==> config.mk <==
export PLATFORM = sky130hd
export DESIGN_NAME = vsat_fifo
export DESIGN_NICKNAME = d
export VERILOG_FILES = /design/src/rtl/vsat_fifo.sv
export SDC_FILE = /design/constraint.sdc
export NUM_CORES = 1
export LEC_CHECK = 0
export BUFFER_PORTS_ARGS = -buffer_cell sky130_fd_sc_hd__buf_4
export CAP_MARGIN = 5
export CORE_ASPECT_RATIO = 0.7
export CORE_UTILIZATION = 55
export CTS_BUF_LIST = sky130_fd_sc_hd__clkbuf_16
export DETAILED_ROUTE_END_ITERATION = 7
export MAX_ROUTING_LAYER = met4
export PLACE_DENSITY = 0.78
export SYNTH_ARGS = -nofsm -noshare
export SYNTH_HDL_FRONTEND = slang
export SYNTH_SLANG_ARGS = --single-unit
==> constraint.sdc <==
create_clock -name i_clk -period 2.4 [get_ports i_clk]
set_input_delay 0.36 -clock i_clk [delete_from_list [all_inputs] [get_ports i_clk]]
set_output_delay 0.36 -clock i_clk [all_outputs]
set_load 0.01 [all_outputs]
==> src/rtl/vsat_fifo.sv <==
// Small register queue with occupancy count.
`timescale 1ns / 1ps
`default_nettype none

module vsat_fifo #(
    parameter int WIDTH = 8,
    parameter int DEPTH = 4
) (
    input  wire logic                       i_clk,
    input  wire logic                       i_rst_n,
    input  wire logic                       i_push,
    input  wire logic [WIDTH-1:0]           i_data,
    input  wire logic                       i_pop,
    output logic [WIDTH-1:0]                o_data,
    output logic                            o_empty,
    output logic                            o_full,
    output logic [$clog2(DEPTH+1)-1:0]      o_count
);

    localparam int PTR_W = $clog2(DEPTH);
    localparam int CNT_W = $clog2(DEPTH+1);

    logic [WIDTH-1:0] r_mem [DEPTH];
    logic [PTR_W-1:0] r_wr_ptr;
    logic [PTR_W-1:0] r_rd_ptr;
    logic [CNT_W-1:0] r_count;
    logic             w_do_push;
    logic             w_do_pop;

    assign o_empty   = (r_count == '0);
    assign o_full    = (r_count == CNT_W'(DEPTH));
    assign o_count   = r_count;
    assign o_data    = r_mem[r_rd_ptr];
    assign w_do_push = i_push && !o_full;
    assign w_do_pop  = i_pop && !o_empty;

    always_ff @(posedge i_clk) begin
        if (!i_rst_n) begin
            r_wr_ptr <= '0;
            r_rd_ptr <= '0;
            r_count  <= '0;
        end else begin
            if (w_do_push) r_wr_ptr <= r_wr_ptr + PTR_W'(1);
            if (w_do_pop)  r_rd_ptr <= r_rd_ptr + PTR_W'(1);
            if (w_do_push && !w_do_pop)      r_count <= r_count + CNT_W'(1);
            else if (w_do_pop && !w_do_push) r_count <= r_count - CNT_W'(1);
        end
    end

    always_ff @(posedge i_clk) begin
        if (w_do_push) r_mem[r_wr_ptr] <= i_data;
    end

endmodule

`default_nettype wire

# == Yosys cells after proc, flatten, opt, wreduce, memory -nomap -nowiden ==
# Memory sizes are Yosys's and may differ from the RTL's. A register that Yosys moved wholly into a read port is not among the register bits.
# Index checks and enable logic that the tools add are counted.
# op_classes
n_addsub,4
n_eq_ne,1
muxes,6
n_reduce_logical,10
# ops
op,n
$mux 3,2
$add 2x1->2 const B,2
$logic_and 1x1->1,4
$logic_not 1->1,4
$mux 2,2
$add 3x1->3 const B,1
$eq 3x3->1 const B,1
$logic_not 3->1,1
$sub 3x1->3 const B,1
$mux 1,2
$reduce_bool 2->1,1
# totals
reg_bits,7
mem_bits_rw,32
in_bits,12
output_inout_bits,13
word_cells,25
n_memories,1
# mem_list
name,depth,word_bits,rd,rd_clocked_by_memory_dff,write_ports,line_no,text
r_mem,4,8,1,1,1,23,logic [WIDTH-1:0] r_mem [DEPTH];

# == Logic depth before layout (Yosys ltp) ==
# depth
depth_word,7
ltp_mapped,9
depth_no_buf,8

# == Worst setup path before layout ==
# OpenSTA, ideal clock, no wires.
# synth_path
kind,flip-flop to flip-flop
startpoint,"register r_count[0], in the netlist o_count[0]"
endpoint,"register r_count[2], in the netlist o_count[2]"
setup_time_ns,0.070
arrival_ns,2.047
required_ns,2.330
slack_ns,0.283
stages_incl_launch_ff,10
n_path_buf,1
synth_period_minus_slack_ns,2.117
path_cell_list,dfxtp_1 > nor3b_2 > nor2b_1 > buf_6 > ha_1 > inv_1 > fa_1 > xor2_1 > or3_1 > a21boi_1
# synth_between
elab_chain_cells,6
elab_cells_between_ends,15
cone_classes,2 x add/sub; 1 x eq/ne; 2 x mux; 10 x reduce/logical
# synth_rtl
item,line_no,text
from (decl),26,logic [CNT_W-1:0] r_count;
from (signal assigned),45,if (w_do_push && !w_do_pop) r_count <= r_count + CNT_W'(1);
from (signal assigned),46,else if (w_do_pop && !w_do_push) r_count <= r_count - CNT_W'(1);
$eq 3x3->1 *,31,assign o_full = (r_count == CNT_W'(DEPTH));
named net o_full,16,"output logic o_full,"
$logic_not 1->1 *,34,assign w_do_push = i_push && !o_full;
$logic_and 1x1->1 *,34,
named net w_do_push,27,logic w_do_push;
$logic_not 1->1,46,
$logic_and 1x1->1,46,
$reduce_bool 2->1 (no line),--,
# Mark *: on every way through the listed nets, which the timed path passes. The rest lies on a longest branch. The select of a mux whose other input is x is not followed.
# A chain may end at the register's enable or synchronous reset.

# == Worst setup path in the final report ==
# layout_path
startpoint,"register r_count[0], in the netlist o_count[0]"
endpoint,"register r_count[2], in the netlist o_count[2]"
# layout_between
elab_chain_cells,6
elab_cells_between_ends,15
cone_classes,2 x add/sub; 1 x eq/ne; 2 x mux; 10 x reduce/logical
# layout_rtl
item
branches (longest 6 deep; another with $sub 3x1->3)
# Several ways; the timed one is not identified. The select of a mux whose other input is x is not followed.

==> impl_results.html <==
<table>
<tr><th>Metric</th><th>Value</th></tr>
<tr><th colspan="2">Global routing</th></tr>
<tr><td>Leftover overflow at the end of global routing</td><td>0</td></tr>
<tr><td>Wire length of the first global-routing pass</td><td>3.97 mm</td></tr>
<tr><td>Via count of the first global-routing pass</td><td>826</td></tr>
<tr><td>Initial antenna violation count</td><td>0</td></tr>
<tr><td>Pin count of the biggest net entering global routing</td><td>14</td></tr>
<tr><td>Combined global-route utilization of all metal layers</td><td>20.5%</td></tr>
<tr><th colspan="2">Synthesis</th></tr>
<tr><td>Area fraction in compound gates after synthesis</td><td>2.06%</td></tr>
<tr><td>Mapped cell area</td><td>0.00164 sq mm</td></tr>
<tr><td>Cell with the most instances after synthesis</td><td>sky130_fd_sc_hd__edfxtp_1</td></tr>
<tr><td>Synth top cells by count</td><td>sky130_fd_sc_hd__edfxtp_1, sky130_fd_sc_hd__dfxtp_1, sky130_fd_sc_hd__and2_1, sky130_fd_sc_hd__mux4_2, sky130_fd_sc_hd__ha_1</td></tr>
<tr><td>Post-synthesis sequential area ratio</td><td>between 60% and 70%</td></tr>
<tr><td>Number of enable-type register cells in the synthesized netlist</td><td>32</td></tr>
<tr><td>Synth Warn #</td><td>0</td></tr>
<tr><td>Fraction of registers with async set or reset after synthesis</td><td>0%</td></tr>
<tr><td>Basic-gate share of the synthesized area counting and, or, nand and nor cells</td><td>6.18%</td></tr>
<tr><td>Area share of the leading cell type in the synthesized netlist</td><td>58.6%</td></tr>
<tr><td>Main synth FF type</td><td>sky130_fd_sc_hd__edfxtp_1</td></tr>
<tr><td>Gate Count Post-Synth</td><td>90</td></tr>
<tr><td>Post-synthesis area per instance</td><td>18.2 sq um</td></tr>
<tr><td>Dominant combinational cell family by area after synthesis</td><td>multiplexers</td></tr>
<tr><td>Xor/xnor cell area share of the yosys netlist</td><td>2.14%</td></tr>
<tr><td>Cells taking the most area after synthesis</td><td>sky130_fd_sc_hd__edfxtp_1, sky130_fd_sc_hd__dfxtp_1, sky130_fd_sc_hd__mux4_2, sky130_fd_sc_hd__ha_1, sky130_fd_sc_hd__and2_1</td></tr>
<tr><td>Flops &amp; latches, synth</td><td>41</td></tr>
<tr><td>Synth Area in Adders</td><td>5.04%</td></tr>
<tr><td>Count of unique library cells instantiated by Yosys</td><td>23</td></tr>
<tr><td>Area leader, netlist</td><td>sky130_fd_sc_hd__edfxtp_1</td></tr>
<tr><td>Portion of netlist area occupied by mux cells</td><td>12.8%</td></tr>
<tr><td>Post-synth net total</td><td>108</td></tr>
<tr><th colspan="2">Setup path</th></tr>
<tr><td>Sort of element at the start of the critical path</td><td>flip-flop</td></tr>
<tr><td>Cell-by-cell trace of the critical path</td><td>nor3b_2 -&gt; nor2b_1 -&gt; ha_1 -&gt; inv_1 -&gt; fa_1 -&gt; xor2_1 -&gt; or3_1 -&gt; a21boi_1</td></tr>
<tr><td>Top cell family by delay on the critical path</td><td>simple AND/OR/NAND/NOR gates</td></tr>
<tr><td>Worst path arrival time</td><td>2380 ps</td></tr>
<tr><td>Largest stage delay, worst path</td><td>520 ps</td></tr>
<tr><td>Top fanout value on the critical path</td><td>7</td></tr>
<tr><td>Kind of critical path</td><td>reg -&gt; reg</td></tr>
<tr><td>Path length in cells of the critical path</td><td>8</td></tr>
<tr><td>Library cell contributing the largest single delay on the critical path</td><td>sky130_fd_sc_hd__dfxtp_1</td></tr>
<tr><td>Critical path endpoint category</td><td>flip-flop</td></tr>
<tr><td>Number of buffers and inverters on the critical path</td><td>1</td></tr>
<tr><td>Reg2Reg Depth</td><td>8</td></tr>
<tr><td>Endpoint required time on the critical path</td><td>2610 ps</td></tr>
<tr><th colspan="2">Hold path</th></tr>
<tr><td>Depth of the worst hold-timing path</td><td>1</td></tr>
<tr><td>Hold/Removal Path Class</td><td>in -&gt; reg</td></tr>
<tr><th colspan="2">Place</th></tr>
<tr><td>Final Wtd Congestion</td><td>0.712</td></tr>
<tr><td>Placement-stage worst setup slack</td><td>247 ps</td></tr>
<tr><td>DP Area</td><td>0.00185 sq mm</td></tr>
<tr><td>Count of port buffers added during placement</td><td>24</td></tr>
<tr><td>HPWL reported at the end of detailed placement</td><td>~1.8 mm</td></tr>
<tr><th colspan="2">Clock tree</th></tr>
<tr><td>Clock insertion delay at the later pin of the skew report</td><td>290 ps</td></tr>
<tr><td>H-tree depth</td><td>2</td></tr>
<tr><td>Clock transition time at the flip-flop clock pins of the worst setup and hold paths</td><td>60 ps</td></tr>
<tr><td>Count of cells resized by post-cts repair</td><td>0</td></tr>
<tr><td>Maximum buffer depth of the clock tree</td><td>2</td></tr>
<tr><td># hold bufs at CTS</td><td>0</td></tr>
<tr><td>Buffer type at the clock tree root</td><td>sky130_fd_sc_hd__clkbuf_16</td></tr>
<tr><td>Post-CTS repair timing setup buffer count</td><td>0</td></tr>
<tr><td>Number of clock sinks</td><td>41</td></tr>
<tr><td>TritonCTS Buffers</td><td>5</td></tr>
<tr><td>Clock tree from TritonCTS</td><td>done</td></tr>
<tr><th colspan="2">Routing</th></tr>
<tr><td>Total DRC errors in the routed layout</td><td>0</td></tr>
<tr><td>Count of vias placed by the detailed router</td><td>850</td></tr>
<tr><td>Remaining number of nets flagged by the antenna check after routing</td><td>0</td></tr>
<tr><td>Total wire length</td><td>2.64 mm</td></tr>
<tr><td>Via density per instance</td><td>5.48</td></tr>
<tr><td>Detail-routed net length per standard cell</td><td>approximately 17 microns</td></tr>
<tr><td>Initial detailed-routing violation count</td><td>between 60 and 70</td></tr>
<tr><td>First drt pass iteration count</td><td>4</td></tr>
<tr><th colspan="2">Final layout</th></tr>
<tr><td>Multi-input gate area</td><td>463 sq um</td></tr>
<tr><td>Final net count</td><td>approximately 140</td></tr>
<tr><td>Post-layout instance area</td><td>0.00199 sq mm</td></tr>
<tr><td>Area of all sequential standard cells</td><td>~0.0011 sq mm</td></tr>
<tr><td>N_diodes</td><td>0</td></tr>
<tr><td>Area added between synthesis and finish</td><td>21.3%</td></tr>
<tr><td>Number of filler cells placed in the layout</td><td>164</td></tr>
<tr><td>Ratio of cells with drive above 1 in the final layout</td><td>about a third</td></tr>
<tr><th colspan="2">Job</th></tr>
<tr><td>Max-cap violation count</td><td>0</td></tr>
<tr><th colspan="2">Floorplanning</th></tr>
<tr><td>Die Span Y</td><td>47.7 microns</td></tr>
<tr><td># IOs</td><td>25</td></tr>
<tr><td>Initial core utilization</td><td>58.1%</td></tr>
<tr><td>Core area</td><td>between 0.002 and 0.003 sq mm</td></tr>
<tr><td>Rows</td><td>16</td></tr>
<tr><td>Horiz. Die Dim</td><td>67.3 microns</td></tr>
<tr><td>Area enclosed by the die boundary</td><td>0.00321 sq mm</td></tr>
<tr><th colspan="2">Power and ir drop</th></tr>
<tr><td>Leakage dissipation</td><td>0.732 nW</td></tr>
<tr><td>IR Drop Worst-Case VDD</td><td>0.000671 V</td></tr>
<tr><td>Cell Pwr Density</td><td>1100 mW/mm^2</td></tr>
<tr><th colspan="2">Timing</th></tr>
<tr><td>Worst slew margin</td><td>63.1%</td></tr>
<tr><td>Maximum clock frequency</td><td>between 400 and 500 MHz</td></tr>
<tr><td>Hold violation total from the final report</td><td>0</td></tr>
<tr><td>Final Max Tran Viols</td><td>0</td></tr>
<tr><td>Clock skew after layout</td><td>~5.6 ps</td></tr>
<tr><td>Setup repair after global routing missed its margin</td><td>false</td></tr>
<tr><td>Number of failing setup endpoints in the final timing report</td><td>0</td></tr>
<tr><td>Part of the cycle the worst path needs</td><td>90.3%</td></tr>
<tr><td>Slack of the critical path</td><td>234 ps</td></tr>
<tr><td>Tmin final</td><td>2170 ps</td></tr>
<tr><td>Worst Max-Slew Pin Slew</td><td>around 550 ps</td></tr>
<tr><td>Total negative slack for setup checks</td><td>0 ps</td></tr>
<tr><th colspan="2">Status</th></tr>
<tr><td>Status</td><td>complete, no violations</td></tr>
</table>
==> final cells by class <==
| cell class | count | share of cell area (%) |
|---|---|---|
| clock buffers | 5 | 6.29 |
| multi-input cells | 42 | 23.3 |
| flip-flops and latches | 41 | 57.4 |
| clock inverters | 3 | 0.755 |
| repair buffers | 25 | 9.44 |
| well taps | 36 | 2.27 |
| inverters | 3 | 0.566 |
==> where the power goes <==
group	total, mW	switching (mW)	internal, mW
logic	0.566	0.235	0.331
registers	0.987	0.112	0.875
clock network	0.626	0.249	0.377
==> cells by family (layout without fill, tap and decap cells) <==
logic type	count (synthesis)	in the layout
compound gates	4	4
buf+inv	7	36
flops	41	41
simple gates	17	17
mux	11	11
xor+xnor	4	4
fa+ha+maj	6	6
==> cell usage in the layout (no fill, tap or decap), drive strengths merged, types with 2 or more instances in the layout <==
cell type | synthesis | routed
edfxtp | 32 | 32
buf | 3 | 25
dfxtp | 9 | 9
mux4 | 8 | 8
and2 | 8 | 8
ha | 5 | 5
clkbuf | 1 | 5
inv | 3 | 4
nand2 | 4 | 4
xnor2 | 3 | 3
mux2i | 3 | 3
nor2b | 2 | 2
==> per-layer routing <==
layer  GRT usage (%)  wire length [microns]  up-vias
met5               -                      0        -
met3            8.10                    169        6
met2            31.0                   1290       30
met1            23.9                   1120      420
li1                -                      -      394
met4            11.5                     59        0
==> final timing paths <==
check	to	slack, ps	start
worst max-delay path	o_count[2]	230	o_count[0]
worst min-delay path	r_mem[0][1]	280	i_data[1]
worst max register to register	o_count[2]	230	o_count[0]
worst min register to register	r_wr_ptr[1]	500	r_wr_ptr[1]
==> per-stage QoR <==
stage                     hold slack, ps  utilization [%]  cells  power [mW]
after CTS                            269             70.4    155        2.20
final                                276             70.4    155        2.18
after global placement               484             65.5    147        1.54
after global routing                 272             70.4    155        2.29
after floorplan                      459                -     90        1.34
after detailed placement             493             65.5    147        1.57
==> sequential cells by signal (all words and copies together), names as in the netlist, named ones only <==
signal    count
r_mem        32
o_count       3
r_rd_ptr      2
r_wr_ptr      2
(Power assumes the default switching activity.)
