--- config.mk ---
export PLATFORM = sky130hd
export DESIGN_NAME = vsat_front
export DESIGN_NICKNAME = d
export VERILOG_FILES = /design/src/rtl/vsat_pkg.sv /design/src/rtl/vsat_front.sv
export SDC_FILE = /design/constraint.sdc
export NUM_CORES = 1
export LEC_CHECK = 0
export BUFFER_PORTS_ARGS = -buffer_cell sky130_fd_sc_hd__buf_4
export CORE_UTILIZATION = 50
export DETAILED_ROUTE_END_ITERATION = 16
export PLACE_DENSITY = 0.85
export SYNTH_ARGS = -nofsm -noshare
export SYNTH_HDL_FRONTEND = slang
export SYNTH_SLANG_ARGS = --single-unit
--- constraint.sdc ---
create_clock -name i_clk -period 3.7 [get_ports i_clk]
set_input_delay 0.555 -clock i_clk [delete_from_list [all_inputs] [get_ports i_clk]]
set_output_delay 0.555 -clock i_clk [all_outputs]
set_load 0.05 [all_outputs]
--- src/rtl/vsat_pkg.sv ---
// Shared constants, types and helpers for the volume summed-area table unit.
`timescale 1ns / 1ps
`default_nettype none

package vsat_pkg;

    localparam int EXT_W       = 9;   // extent register width
    localparam int VAL_W       = 16;  // Q0.16 channel value
    localparam int COL_W       = 24;  // depth column sum
    localparam int ROW_W       = 32;  // row running sum
    localparam int SUM_W       = 40;  // summed-area value
    localparam int NUM_PORT_CH = 4;   // channels on the ports
    localparam int CFG_IDX_W   = 2;

    localparam int DEF_MAX_EXTENT = 256;
    localparam int DEF_CHANNELS   = 4;

    localparam int MID_DEPTH = 4;     // front-to-back queue
    localparam int OUT_DEPTH = 8;     // result queue

    localparam logic [EXT_W-1:0] EXT_RESET = 9'd256;

    typedef enum logic [CFG_IDX_W-1:0] {
        REG_WIDTH  = 2'd0,
        REG_HEIGHT = 2'd1,
        REG_DEPTH  = 2'd2
    } t_cfg_reg;

    // Per-voxel classification handed from front to back.
    typedef struct packed {
        logic x_first;
        logic y_first;
        logic z_first;
        logic last;
    } t_ctl;

    function automatic logic [EXT_W-1:0] clamp_extent(input logic [EXT_W-1:0] v,
                                                      input logic [EXT_W-1:0] mx);
        logic [EXT_W-1:0] r;
        r = v;
        if (v == '0) r = EXT_W'(1);
        else if (v > mx) r = mx;
        return r;
    endfunction

endpackage

`default_nettype wire

--- src/rtl/vsat_front.sv ---
// Front end: extent registers, raster position tracking and voxel classification.
`timescale 1ns / 1ps
`default_nettype none

module vsat_front #(
    parameter int MAX_EXTENT = vsat_pkg::DEF_MAX_EXTENT,
    parameter int CHANNELS   = vsat_pkg::DEF_CHANNELS
) (
    input  wire logic                                  i_clk,
    input  wire logic                                  i_rst_n,
    input  wire logic                                  i_cfg_we,
    input  wire logic [vsat_pkg::CFG_IDX_W-1:0]        i_cfg_index,
    input  wire logic [vsat_pkg::EXT_W-1:0]            i_cfg_data,
    input  wire logic                                  i_push,
    input  wire logic [CHANNELS*vsat_pkg::VAL_W-1:0]   i_vals,
    input  wire logic                                  i_q_full,
    output logic                                       o_q_push,
    output logic [CHANNELS*vsat_pkg::VAL_W-1:0]        o_q_vals,
    output logic [$clog2(MAX_EXTENT)-1:0]              o_q_x,
    output logic [$clog2(MAX_EXTENT)-1:0]              o_q_y,
    output vsat_pkg::t_ctl                             o_q_ctl
);

    localparam int CW    = $clog2(MAX_EXTENT);
    localparam int EXT_W = vsat_pkg::EXT_W;
    localparam logic [EXT_W-1:0] MAX_EXT = EXT_W'(MAX_EXTENT);

    logic [EXT_W-1:0] r_width;
    logic [EXT_W-1:0] r_height;
    logic [EXT_W-1:0] r_depth;
    logic [CW-1:0]    r_pos_x;
    logic [CW-1:0]    r_pos_y;
    logic [CW-1:0]    r_pos_z;
    logic [CW-1:0]    n_pos_x;
    logic [CW-1:0]    n_pos_y;
    logic [CW-1:0]    n_pos_z;

    logic [EXT_W-1:0] w_w;
    logic [EXT_W-1:0] w_h;
    logic [EXT_W-1:0] w_d;
    logic             w_x_last;
    logic             w_y_last;
    logic             w_z_last;
    logic             w_accept;

    assign w_w = vsat_pkg::clamp_extent(r_width,  MAX_EXT);
    assign w_h = vsat_pkg::clamp_extent(r_height, MAX_EXT);
    assign w_d = vsat_pkg::clamp_extent(r_depth,  MAX_EXT);

    assign w_x_last = (EXT_W'(r_pos_x) == w_w - EXT_W'(1));
    assign w_y_last = (EXT_W'(r_pos_y) == w_h - EXT_W'(1));
    assign w_z_last = (EXT_W'(r_pos_z) == w_d - EXT_W'(1));
    assign w_accept = i_push && !i_q_full;

    assign o_q_push         = w_accept;
    assign o_q_vals         = i_vals;
    assign o_q_x            = r_pos_x;
    assign o_q_y            = r_pos_y;
    assign o_q_ctl.x_first  = (r_pos_x == '0);
    assign o_q_ctl.y_first  = (r_pos_y == '0);
    assign o_q_ctl.z_first  = (r_pos_z == '0);
    assign o_q_ctl.last     = w_x_last && w_y_last && w_z_last;

    // advance in raster order, wrap at the end of the volume
    always_comb begin
        n_pos_x = r_pos_x + CW'(1);
        n_pos_y = r_pos_y;
        n_pos_z = r_pos_z;
        if (w_x_last) begin
            n_pos_x = '0;
            n_pos_y = r_pos_y + CW'(1);
            if (w_y_last) begin
                n_pos_y = '0;
                n_pos_z = w_z_last ? '0 : r_pos_z + CW'(1);
            end
        end
    end

    always_ff @(posedge i_clk) begin
        if (!i_rst_n) begin
            r_width  <= vsat_pkg::EXT_RESET;
            r_height <= vsat_pkg::EXT_RESET;
            r_depth  <= vsat_pkg::EXT_RESET;
            r_pos_x  <= '0;
            r_pos_y  <= '0;
            r_pos_z  <= '0;
        end else if (i_cfg_we) begin
            // a write to a known register restarts the volume
            case (i_cfg_index)
                vsat_pkg::REG_WIDTH: begin
                    r_width <= i_cfg_data;
                    r_pos_x <= '0;
                    r_pos_y <= '0;
                    r_pos_z <= '0;
                end
                vsat_pkg::REG_HEIGHT: begin
                    r_height <= i_cfg_data;
                    r_pos_x  <= '0;
                    r_pos_y  <= '0;
                    r_pos_z  <= '0;
                end
                vsat_pkg::REG_DEPTH: begin
                    r_depth <= i_cfg_data;
                    r_pos_x <= '0;
                    r_pos_y <= '0;
                    r_pos_z <= '0;
                end
                default: begin
                end
            endcase
        end else if (w_accept) begin
            r_pos_x <= n_pos_x;
            r_pos_y <= n_pos_y;
            r_pos_z <= n_pos_z;
        end
    end

endmodule

`default_nettype wire

After elaboration in Yosys (flattened, before gate mapping)

Index checks and enable logic that the tools add are counted.

Register bits: 51
Bits of input ports: 80
Word-level logic and storage cells: 61
Output and inout port bits: 85

Order comparisons: 3
Multiplexer cells: 19
Equality and inequality tests: 6
Add/sub/neg operators: 6
Reduce and logical (&&, ||, !) cells: 21

Operator list:

| kind                | count |
|---|---|
| $mux 8              | 13 |
| $mux 9              | 6 |
| $eq 8x9->1          | 3 |
| $gt 9x9->1 const B  | 3 |
| $logic_not 9->1     | 3 |
| $sub 9x1->9 const B | 3 |
| $add 8x1->8 const B | 3 |
| $logic_not 8->1     | 3 |
| $reduce_and 2->1    | 4 |
| $reduce_bool 2->1   | 3 |
| $reduce_and 4->1    | 1 |
| $logic_and 1x1->1   | 3 |
| $reduce_and 3->1    | 1 |
| $reduce_or 3->1     | 1 |
| $eq 2x1->1 const B  | 1 |
| $eq 2x2->1 const B  | 1 |
| $logic_not 2->1     | 1 |
| $ne 2x2->1 const B  | 1 |
| $logic_not 1->1     | 1 |

Longest topological paths before layout

Gate-level depths: netlist of the first run.

Depth after elaboration: 10
Gate-level depth with buffers: 13
Gate-level depth less buffers: 11

Worst setup path after synthesis of the first run

No wires, ideal clock.

Path type: register to output
From: register r_depth[8]
To: output o_q_ctl[0] (netlist bit)
Buffers on the path: 2
Path slack: -211 ps
Arrival time: 3356 ps
Cell stages (with the launch flop): 12
Cells stage by stage: dfxtp_1 > clkbuf_1 > clkinv_1 > a22oi_1 > ha_1 > clkbuf_1 > or3b_2 > xor2_1 > o2111ai_1 > nor4b_1 > nand4_1 > nor2_1

RTL lines:

| element                | line              | text |
|---|---|---|
| from (decl)            | vsat_front.sv:30  | `logic [EXT_W-1:0] r_depth;` |
| from (signal assigned) | vsat_front.sv:83  | `r_depth <= vsat_pkg::EXT_RESET;` |
| from (signal assigned) | vsat_front.sv:103 | `r_depth <= i_cfg_data;` |
| to (decl)              | vsat_front.sv:21  | `output vsat_pkg::t_ctl o_q_ctl` |

==> impl_metrics.tcl, run 1 <==
set metrics [dict create \
    io_pins 165 \
    grt_max_degree 41 \
    gp_congestion 0.925 \
    fin_worst_skew_ps 6.17 \
    cts_num_sinks 51 \
    clk_latency_ps 310 \
    drt-total-wl_mm 10.5 \
    overflow 0 \
    htreeDepth 2 \
    setup_viol 0 \
    wl_per_cell_microns 17.3 \
    ir_worst_vdd_mv 0.223 \
    cts-root-buf "clkbuf_8" \
    grt.total_usage_pct 23.5 \
    end_kind "output port" \
    routed_via_density 6.19 \
    drive_gt1_share_pct 22.6 \
    die_h_microns 93.7 \
    cp_slowest_cell "or4_4" \
    fmax_mhz 278 \
    min_period_ps 3600 \
    final_cell_mix "55 x buf_4, 49 x nand2_1, 39 x dfxtp_1" \
    ys_ff_latch 51 \
    p_leak_uw 0.00175 \
    multi_input_area_sq_mm 0.00259 \
    num_vias 3746 \
    critPathLaunchType "flop" \
    numPortBuffers 36 \
    final_antenna_net_count 0 \
    r2r_cells 12 \
    hp-class "in -> reg" \
    worstMarginPinSlew_ps 821 \
    cts_inserted_buffers 5 \
    slew_viol_final 0 \
    p_switching_uw 354 \
    max-slew-margin-rel_pct 45.0 \
    die_x_microns 93.7 \
    p_seq_share_pct 48.9 \
    core_region_area_sq_mm 0.00818 \
    power_per_cell_area_mw_per_mm2 274 \
    crit_path_cell_trace "or4_4, a2bb2oi_2, ha_4, xnor2_1, nand3_1, o2111a_1, and4_4, and3_4, nand4_1, nor2_4, buf_8" \
    slowest_delay_ps 570 \
    path_clk_slew_ps 90 \
    synth_edf_count 0 \
    yosysWarnings 0 \
    cts_hold_buf 0 \
    syn_avg_cell_area_sq_um 8.00 \
    nFillCells 760 \
    netlist_area_sq_mm 0.00420 \
    finalPower_uw 1200 \
    drc_errors 0 \
    worstPathArrival_ps 3050 \
    required_ps 3140 \
    row_count 33 \
    finalInstanceArea_sq_mm 0.00438 \
    whs_path_depth 3 \
    p_int_uw 844 \
    cts_buffer_depth 2 \
    antenna_found_initial 0 \
    die_area_sq_mm 0.00877 \
    clkPwrFrac_pct 29.9 \
    syn_nets 614 \
    dpl.hpwl_mm 7.34 \
    synth_cells 525 \
    cp_max_fo 6 \
    period_share_pct 97.3 \
    first_global_vias 3504 \
    dr.pass1.iters 5 \
    area_delta_synth_final_pct 4.23 \
    initial_core_util_pct 51.4 \
    diodes 0 \
    outcome "finished, final reports clean" \
    place_area_sq_mm 0.00406 \
    seqCellArea_sq_mm 0.00105 \
    async_reset_ff_share_pct 0 \
    seq_area_frac_synth_pct 24.3 \
    final_nets 588 \
    drv_cap 0 \
    final_common_cell "buf_4" \
    cts_tree "done" \
    switching_share_pct 29.6 \
    drtIter0Drc 275 \
    crit_type "reg -> out" \
    grt_first_pass_wirelength_mm 16.6 \
    synth_ff_type "dfxtp_1" \
    synth_cell_types 74 \
    p_comb_share_pct 21.2 \
    hold_viol_final 0 \
]
[path summary, 6_finish.rpt]
| path | start | end | slack (ps) |
|---|---|---|---|
| setup reg to reg | r_depth[5] | r_pos_z[0] | 460 |
| hold / removal | i_cfg_data[8] | r_height[8] | 500 |
| setup / recovery | r_width[4] | o_q_ctl[0] | 100 |
| hold reg to reg | r_depth[7] | r_depth[7] | 540 |
[power groups by stage]
stage	Combinational (uW)	Clock, uW	Sequential, uW
after floorplan	352	0	596
after global placement	223	0	597
after detailed placement	229	0	598
after CTS	234	362	586
after global routing	274	389	589
final	254	358	586
[sequential cells by signal, summed over array words and instances (netlist names)]
register  count
r_width       9
r_depth       9
r_pos_z       8
o_q_x         8
o_q_y         8
r_height      9
[through the flow]
| stage | util [%] | instances | setup slack [ps] | hold WS (ps) | TNS, ps |
|---|---|---|---|---|---|
| after CTS | 51.2 | 592 | 7.37 | 500 | 0 |
| after global placement | 49.6 | 583 | 170 | 503 | 0 |
| after detailed placement | 49.6 | 583 | 0.782 | 524 | 0 |
| final | 53.6 | 605 | 99.6 | 501 | 0 |
| after floorplan | - | 525 | 65.3 | 479 | 0 |
| after global routing | 53.6 | 605 | -29.0 | 504 | -29.0 |
[cell usage after synthesis (3+ instances only)]
master     n  area share [%]
a21o_1     3            0.54
a311oi_1   4            0.83
a22oi_1    3            0.54
nor2_1    31             2.8
mux2i_1   26             6.2
a31o_2     3            0.63
and3_1     7             1.0
a31oi_1    6            0.89
or4b_2     3            0.71
inv_1     14             1.3
or3b_2     3            0.63
buf_6      3            0.80
nand4_1    7             1.0
nand2_1   49             4.4
o211ai_1   7             1.3
nor3_1    11             1.3
or2_2      3            0.45
dfxtp_1   51              24
o21ai_0   13             1.5
ha_1       9             2.7
a21boi_0  11             2.0
nor2b_1   28             4.2
buf_4     64              11
nand3b_1   4            0.71
a21oi_1   15             1.8
xor2_1    12             2.5
or4_1      4            0.71
nand3_1   15             1.8
clkbuf_1  21             1.9
and2_1     3            0.45
xnor2_1   17             3.5
nor4_1     9             1.3
nor3b_1    5            0.89
nand4b_1   5             1.0
or3_1      5            0.74
nand2b_1   4            0.60
[cells by family after synthesis]
kind of cell             count (synthesis)  synth area share [%]
adder cells (fa/ha/maj)                  9                  2.68
AND/OR/NAND/NOR                        211                  28.4
flip-flops                              51                  24.3
multiplexers                            26                  6.19
AO/OA/AOI/OAI                           93                  16.4
buffers and inverters                  106                  16.0
XOR/XNOR                                29                  6.05
[critical path, delay by kind of cell (launching register included)]
family	cells	cell delay, ps
compound gates	2	390
xor+xnor	1	140
fa+ha+maj	1	200
buf+inv	1	150
flops	1	370
simple gates	6	1480
[final cells by class]
type | instances | share of cell area, %
Multi-Input combinational cell | 368 | 59.2
Timing Repair Buffer | 58 | 10.3
Sequential cell | 51 | 23.9
Clock buffer | 8 | 2.29
Inverter | 15 | 1.29
Tap cell | 105 | 3.00
[repair_timing]
item                                    4_1_cts  5_1_grt
pin swaps                                     2       13
resized for setup                             6       26
buffers inserted                              1       13
endpoints found under the setup margin        1        1
[per-layer routing]
metal	wire length, microns	global-route usage (%)	share of wire (%)	up-vias
met4	307	8.85	2.9	0
met1	4250	28.9	41	1762
met5	0	0	0	-
met3	795	4.69	7.6	41
met2	5130	40.3	49	193
li1	-	-	-	1750
Power figures use the tool's default switching activity.
==> run 2: changes to the inputs <==
--- a/config.mk
+++ b/config.mk
@@ -6,9 +6,10 @@
 export NUM_CORES = 1
 export LEC_CHECK = 0
 export BUFFER_PORTS_ARGS = -buffer_cell sky130_fd_sc_hd__buf_4
-export CORE_UTILIZATION = 50
+export CORE_ASPECT_RATIO = 0.8
+export CORE_UTILIZATION = 45
 export DETAILED_ROUTE_END_ITERATION = 16
-export PLACE_DENSITY = 0.85
+export PLACE_DENSITY = 0.81
 export SYNTH_ARGS = -nofsm -noshare
 export SYNTH_HDL_FRONTEND = slang
 export SYNTH_SLANG_ARGS = --single-unit
==> constraint.sdc (replaced) <==
create_clock -name i_clk -period 3.3 [get_ports i_clk]
set_input_delay 0.495 -clock i_clk [delete_from_list [all_inputs] [get_ports i_clk]]
set_output_delay 0.495 -clock i_clk [all_outputs]
set_load 0.05 [all_outputs]
==> impl_metrics.tcl, run 2 (synthesis gave the netlist of run 1 again) <==
set metrics [dict create \
    outcome "finished with violations" \
    violations "negative setup slack" \
    cts_num_sinks 51 \
    setup_viol 1 \
    critPathLaunch "r_width[7]" \
    fmax_mhz 295 \
    cts_hold_buf 0 \
    htreeDepth 2 \
    hold_viol_final 0 \
    crit_type "reg -> out" \
    die_h_microns 88.4 \
    numPortBuffers 36 \
    worstPathArrival_ps 2900 \
    clk_latency_ps 300 \
    final_antenna_net_count 0 \
    wl_per_cell_microns 17.1 \
    period_share_pct 103 \
    critPathCapture "o_q_ctl[0]" \
    critPathLaunchType "flop" \
    highest_layer "met4" \
    diodes 0 \
    grt.total_usage_pct 22.5 \
    cts_buffer_depth 2 \
    min_period_ps 3390 \
    place_ws_ps -37.9 \
    cp_slowest_cell "or4_4" \
    initial_core_util_pct 46.3 \
    area_delta_synth_final_pct 12.1 \
    final_common_cell "buf_4" \
    finalPower_uw 1510 \
    grt_max_degree 41 \
    core_region_area_sq_mm 0.00908 \
    antenna_found_initial 0 \
    reg2reg_slack_ps 50 \
    nFillCells 796 \
    drv_cap 0 \
    ir_worst_vdd_mv 0.232 \
    first_global_vias 3414 \
    end_kind "output port" \
    timing.rr.start "r_width[7]" \
    rsz0062_at_grt "true" \
    num_vias 3909 \
    power_per_cell_area_mw_per_mm2 320 \
    io_pins 165 \
    cp_max_fo 7 \
    r2r_cells 13 \
    top_regs "r_depth x9, r_height x9, r_width x9" \
    worstMarginPinSlew_ps 686 \
    drtIter0Drc 278 \
    slowest_delay_ps 570 \
    cts_inserted_buffers 5 \
    required_ps 2800 \
    dr.pass1.iters 5 \
    wl_met1_mm 4.76 \
    max-slew-margin-rel_pct 53.9 \
    drc_errors 0 \
    drt-total-wl_mm 10.9 \
    met2_length_mm 4.99 \
    path_clk_slew_ps 70 \
    row_count 31 \
    crit_path_cell_trace "or4_4, a2bb2oi_4, ha_4, buf_6, o22a_1, a211oi_2, and3_4, nand4_1, nor2_4, buf_8" \
    gp_congestion 0.889 \
    hp-class "in -> reg" \
    overflow 0 \
    cts_tree "done" \
    final_cell_mix "81 x buf_4, 49 x nand2_1, 47 x dfxtp_1" \
    dpl.hpwl_mm 7.79 \
    rr_endpoint "o_q_y[4]" \
    final_nets 614 \
    holdCritStartpoint "i_cfg_data[8]" \
    met3_length_microns 787 \
    cts-root-buf "clkbuf_16" \
    die_area_sq_mm 0.00973 \
    drive_gt1_share_pct 27.0 \
    grt_first_pass_wirelength_mm 17.1 \
    worst_slack_ps -94.2 \
    p_leak_uw 0.00194 \
    routed_via_density 6.11 \
    slew_viol_final 0 \
    fin_worst_skew_ps 9.93 \
    die_x_microns 110 \
]
[run 2: cell count changes in the layout (fill, tap and decap cells not counted), sizes merged]
cell          before  now
buf               57   83
clkbuf             8    6
dlymetal6s2s       1    0
inv               14   15
o21ai             15   16
[run 2: how the worst min path moves through the flow]
stage | endpoint | slack (ps) | depth (start not counted)
finish | r_height[8] | 470 | 3
global route | r_height[8] | 460 | 3
CTS | r_height[8] | 460 | 3
detailed placement | r_depth[0] | 520 | 2
global placement | r_depth[0] | 520 | 2
floorplan | r_depth[0] | 480 | 2
[run 2: per-layer routing]
layer,vias to the layer above,GRT usage (%)
met5,-,0
met4,0,10.1
met3,55,3.61
met2,184,35.9
met1,1865,30.0
li1,1805,-
[run 2: report_power, final]
group / internal [uW] / switching (uW)
clock: 301 / 232
sequential: 629 / 19.3
combinational: 148 / 181
[run 2: critical path, delay by kind of cell (launching register included)]
kind                       cells  cell delay, ps
and+or+nand+nor                4            1140
adders and majority gates      1             200
DFF                            1             320
AOI/OAI and AO/OA              3             670
buffers and inverters          2             270
[run 2: per-stage QoR]
step	cells	hold slack, ps	area, sq um	utilization [%]	TNS, ps
floorplan	525	479	4230	-	-16.2
global placement	615	516	4250	46.9	-28.1
detailed placement	615	518	4250	46.9	-81.2
CTS	632	460	4560	50.3	-73.6
global route	640	463	4710	51.9	-305
finish	640	471	4710	51.9	-94.2
[run 2: area by class of cell]
type / count / area [sq um] / area share, %
multi-input cells: 369 / 2700 / 57.2
flip-flops and latches: 51 / 1030 / 21.9
repair buffers: 83 / 634 / 13.5
well taps: 115 / 144 / 3.05
clock buffers: 6 / 139 / 2.95
inverters: 15 / 57.6 / 1.22
clock inverters: 1 / 8.76 / 0.186
[run 2: what timing repair did]
action / in CTS / in global routing
resized for setup: 20 / 14
endpoints found under the setup margin: 6 / 12
cloned: 0 / 1
pin swaps: 17 / 13
setup buffers: 10 / 7
==> run 3: changes to the inputs <==
==> config.mk (replaced) <==
export PLATFORM = sky130hd
export DESIGN_NAME = vsat_front
export DESIGN_NICKNAME = d
export VERILOG_FILES = /design/src/rtl/vsat_pkg.sv /design/src/rtl/vsat_front.sv
export SDC_FILE = /design/constraint.sdc
export NUM_CORES = 1
export LEC_CHECK = 0
export CORE_ASPECT_RATIO = 0.8
export CORE_UTILIZATION = 55
export DETAILED_ROUTE_END_ITERATION = 16
export DONT_BUFFER_PORTS = 1
export PLACE_DENSITY = 0.76
export SYNTH_ARGS = -nofsm -noshare
export SYNTH_HDL_FRONTEND = slang
export SYNTH_SLANG_ARGS = --single-unit
==> impl_metrics.tcl, run 3 (synthesis gave the netlist of run 1 again) <==
set metrics [dict create \
    num_vias 3838 \
    power_per_cell_area_mw_per_mm2 318 \
    crit_path_cell_trace "or4_4, a2bb2oi_4, ha_4, buf_4, o21ai_1, o2bb2ai_2, and4_4, and3_4, nand4_1, nor2_4, buf_12" \
    crit_type "reg -> out" \
    drive_gt1_share_pct 23.6 \
    grt_first_pass_wirelength_mm 17.3 \
    min_period_ps 3420 \
    ir_worst_vdd_mv 0.190 \
    numPortBuffers 0 \
    hold_ws_ps 240 \
    cts_tree "done" \
    final_antenna_net_count 0 \
    wl_per_cell_microns 18.6 \
    diodes 0 \
    critPathTopFamily "simple AND/OR/NAND/NOR gates" \
    top_regs "r_depth x9, r_height x9, r_width x9" \
    cp_max_fo 8 \
    drv_cap 0 \
    area_delta_synth_final_pct 6.70 \
    final_cell_mix "55 x buf_4, 49 x nand2_1, 47 x dfxtp_1" \
    cts_inserted_buffers 5 \
    die_x_microns 99.7 \
    core_region_area_sq_mm 0.00739 \
    p_seq_share_pct 45.8 \
    die_area_sq_mm 0.00800 \
    end_kind "output port" \
    max-slew-margin-rel_pct 36.7 \
    overflow 0 \
    final_common_cell "buf_4" \
    hold_viol_final 0 \
    period_share_pct 104 \
    cts-root-buf "clkbuf_8" \
    p_switching_uw 414 \
    antenna_found_initial 0 \
    cts_buffer_depth 2 \
    violations "negative setup slack" \
    htreeDepth 2 \
    hp-class "in -> reg" \
    p_int_uw 1010 \
    drtIter0Drc 309 \
    outcome "finished with violations" \
    cp_slowest_cell "or4_4" \
    grt_max_degree 41 \
    die_h_microns 80.2 \
    crit_buf_inv 2 \
    drc_errors 0 \
    path_clk_slew_ps 100 \
    finalPower_uw 1430 \
    slew_viol_final 0 \
    setup_viol 1 \
    slowest_delay_ps 540 \
    grt.total_usage_pct 27.6 \
    row_count 28 \
    dpl.hpwl_mm 7.79 \
    gp_congestion 0.925 \
    dr.pass1.iters 5 \
    routed_via_density 6.33 \
    critPathLaunchType "flop" \
    p_leak_uw 0.00181 \
    nFillCells 610 \
    clkPwrFrac_pct 33.9 \
    switching_share_pct 29.0 \
    initial_core_util_pct 56.8 \
    final_nets 589 \
    required_ps 2800 \
    io_pins 165 \
    worstPathArrival_ps 2930 \
    worst_slack_ps -122 \
    finish.utilization_pct 60.6 \
    p_comb_share_pct 20.3 \
    worstMarginPinSlew_ps 946 \
    rsz0062_at_grt "true" \
    first_global_vias 3512 \
    fin_worst_skew_ps 8.25 \
    place_ws_ps 54.2 \
    fmax_mhz 292 \
    drt-total-wl_mm 11.3 \
    clk_latency_ps 310 \
    cts_num_sinks 51 \
]
[run 3: changes by cell type in the layout (fill, tap and decap cells not counted), moves of 2 or more]
cell / previous run / this run
buf_12: 0 / 2
clkbuf_8: 1 / 6
clkbuf_16: 5 / 0
buf_4: 81 / 55
[run 3: power by group through the flow]
stage	clock network (uW)	registers (uW)	logic, uW
2_1_floorplan	0	668	397
3_3_place_gp	0	664	247
3_5_place_dp	0	664	255
4_1_cts	487	652	273
5_1_grt	509	654	310
6_report	484	652	289
[run 3: metrics by stage]
step / instance area, sq um / setup TNS [ps] / instances
floorplan: 4230 / -16.2 / 525
global placement: 4110 / 0 / 585
global route: 4480 / -264 / 606
CTS: 4380 / -88.7 / 600
detailed placement: 4110 / 0 / 585
finish: 4480 / -122 / 606
[run 3: metal layers]
metal	routed length, microns	share of wire, %	track usage (%)	vias to the layer above
met5	0	0	0	-
met4	552	4.9	16.6	0
met3	911	8.1	6.01	76
met2	5120	45	42.9	191
met1	4700	42	34.9	1822
li1	-	-	-	1749
[run 3: cell type report]
type	count	area (sq um)	area share (%)
Multi-Input combinational cell	368	2670	59.5
Sequential cell	51	1030	22.9
Timing Repair Buffer	59	475	10.6
Tap cell	105	131	2.93
Clock buffer	6	82.6	1.84
Inverter	15	57.6	1.28
Clock inverter	2	38.8	0.865
[run 3: repair_timing]
item / 4_1_cts / 5_1_grt
gates resized for setup: 15 / 12
pin swaps: 8 / 14
setup endpoints to repair: 1 / 4
setup buffers: 7 / 6
hold buffers: 0 / 0
[run 3: final timing paths]
check	from	depth (start not counted)	endpoint	slack, ps
hold reg to reg	r_depth[1]	2	r_depth[1]	520
setup / recovery	r_width[1]	11	o_q_ctl[0]	-120
hold / removal	i_rst_n	1	r_height[8]	240
setup reg to reg	r_depth[8]	14	r_pos_z[5]	230
[run 3: worst register-to-register path: stages (launching register included)]
cell and delay (ps):
dfxtp_2 380, clkinv_2 70, buf_4 160, nand2_1 90, ha_1 150, or3b_2 470
xor2_1 160, o2111ai_1 130, nor4b_2 380, buf_4 170, buf_4 100, a41oi_2 180
and3_1 320, nand4b_1 110, o21ai_0 90
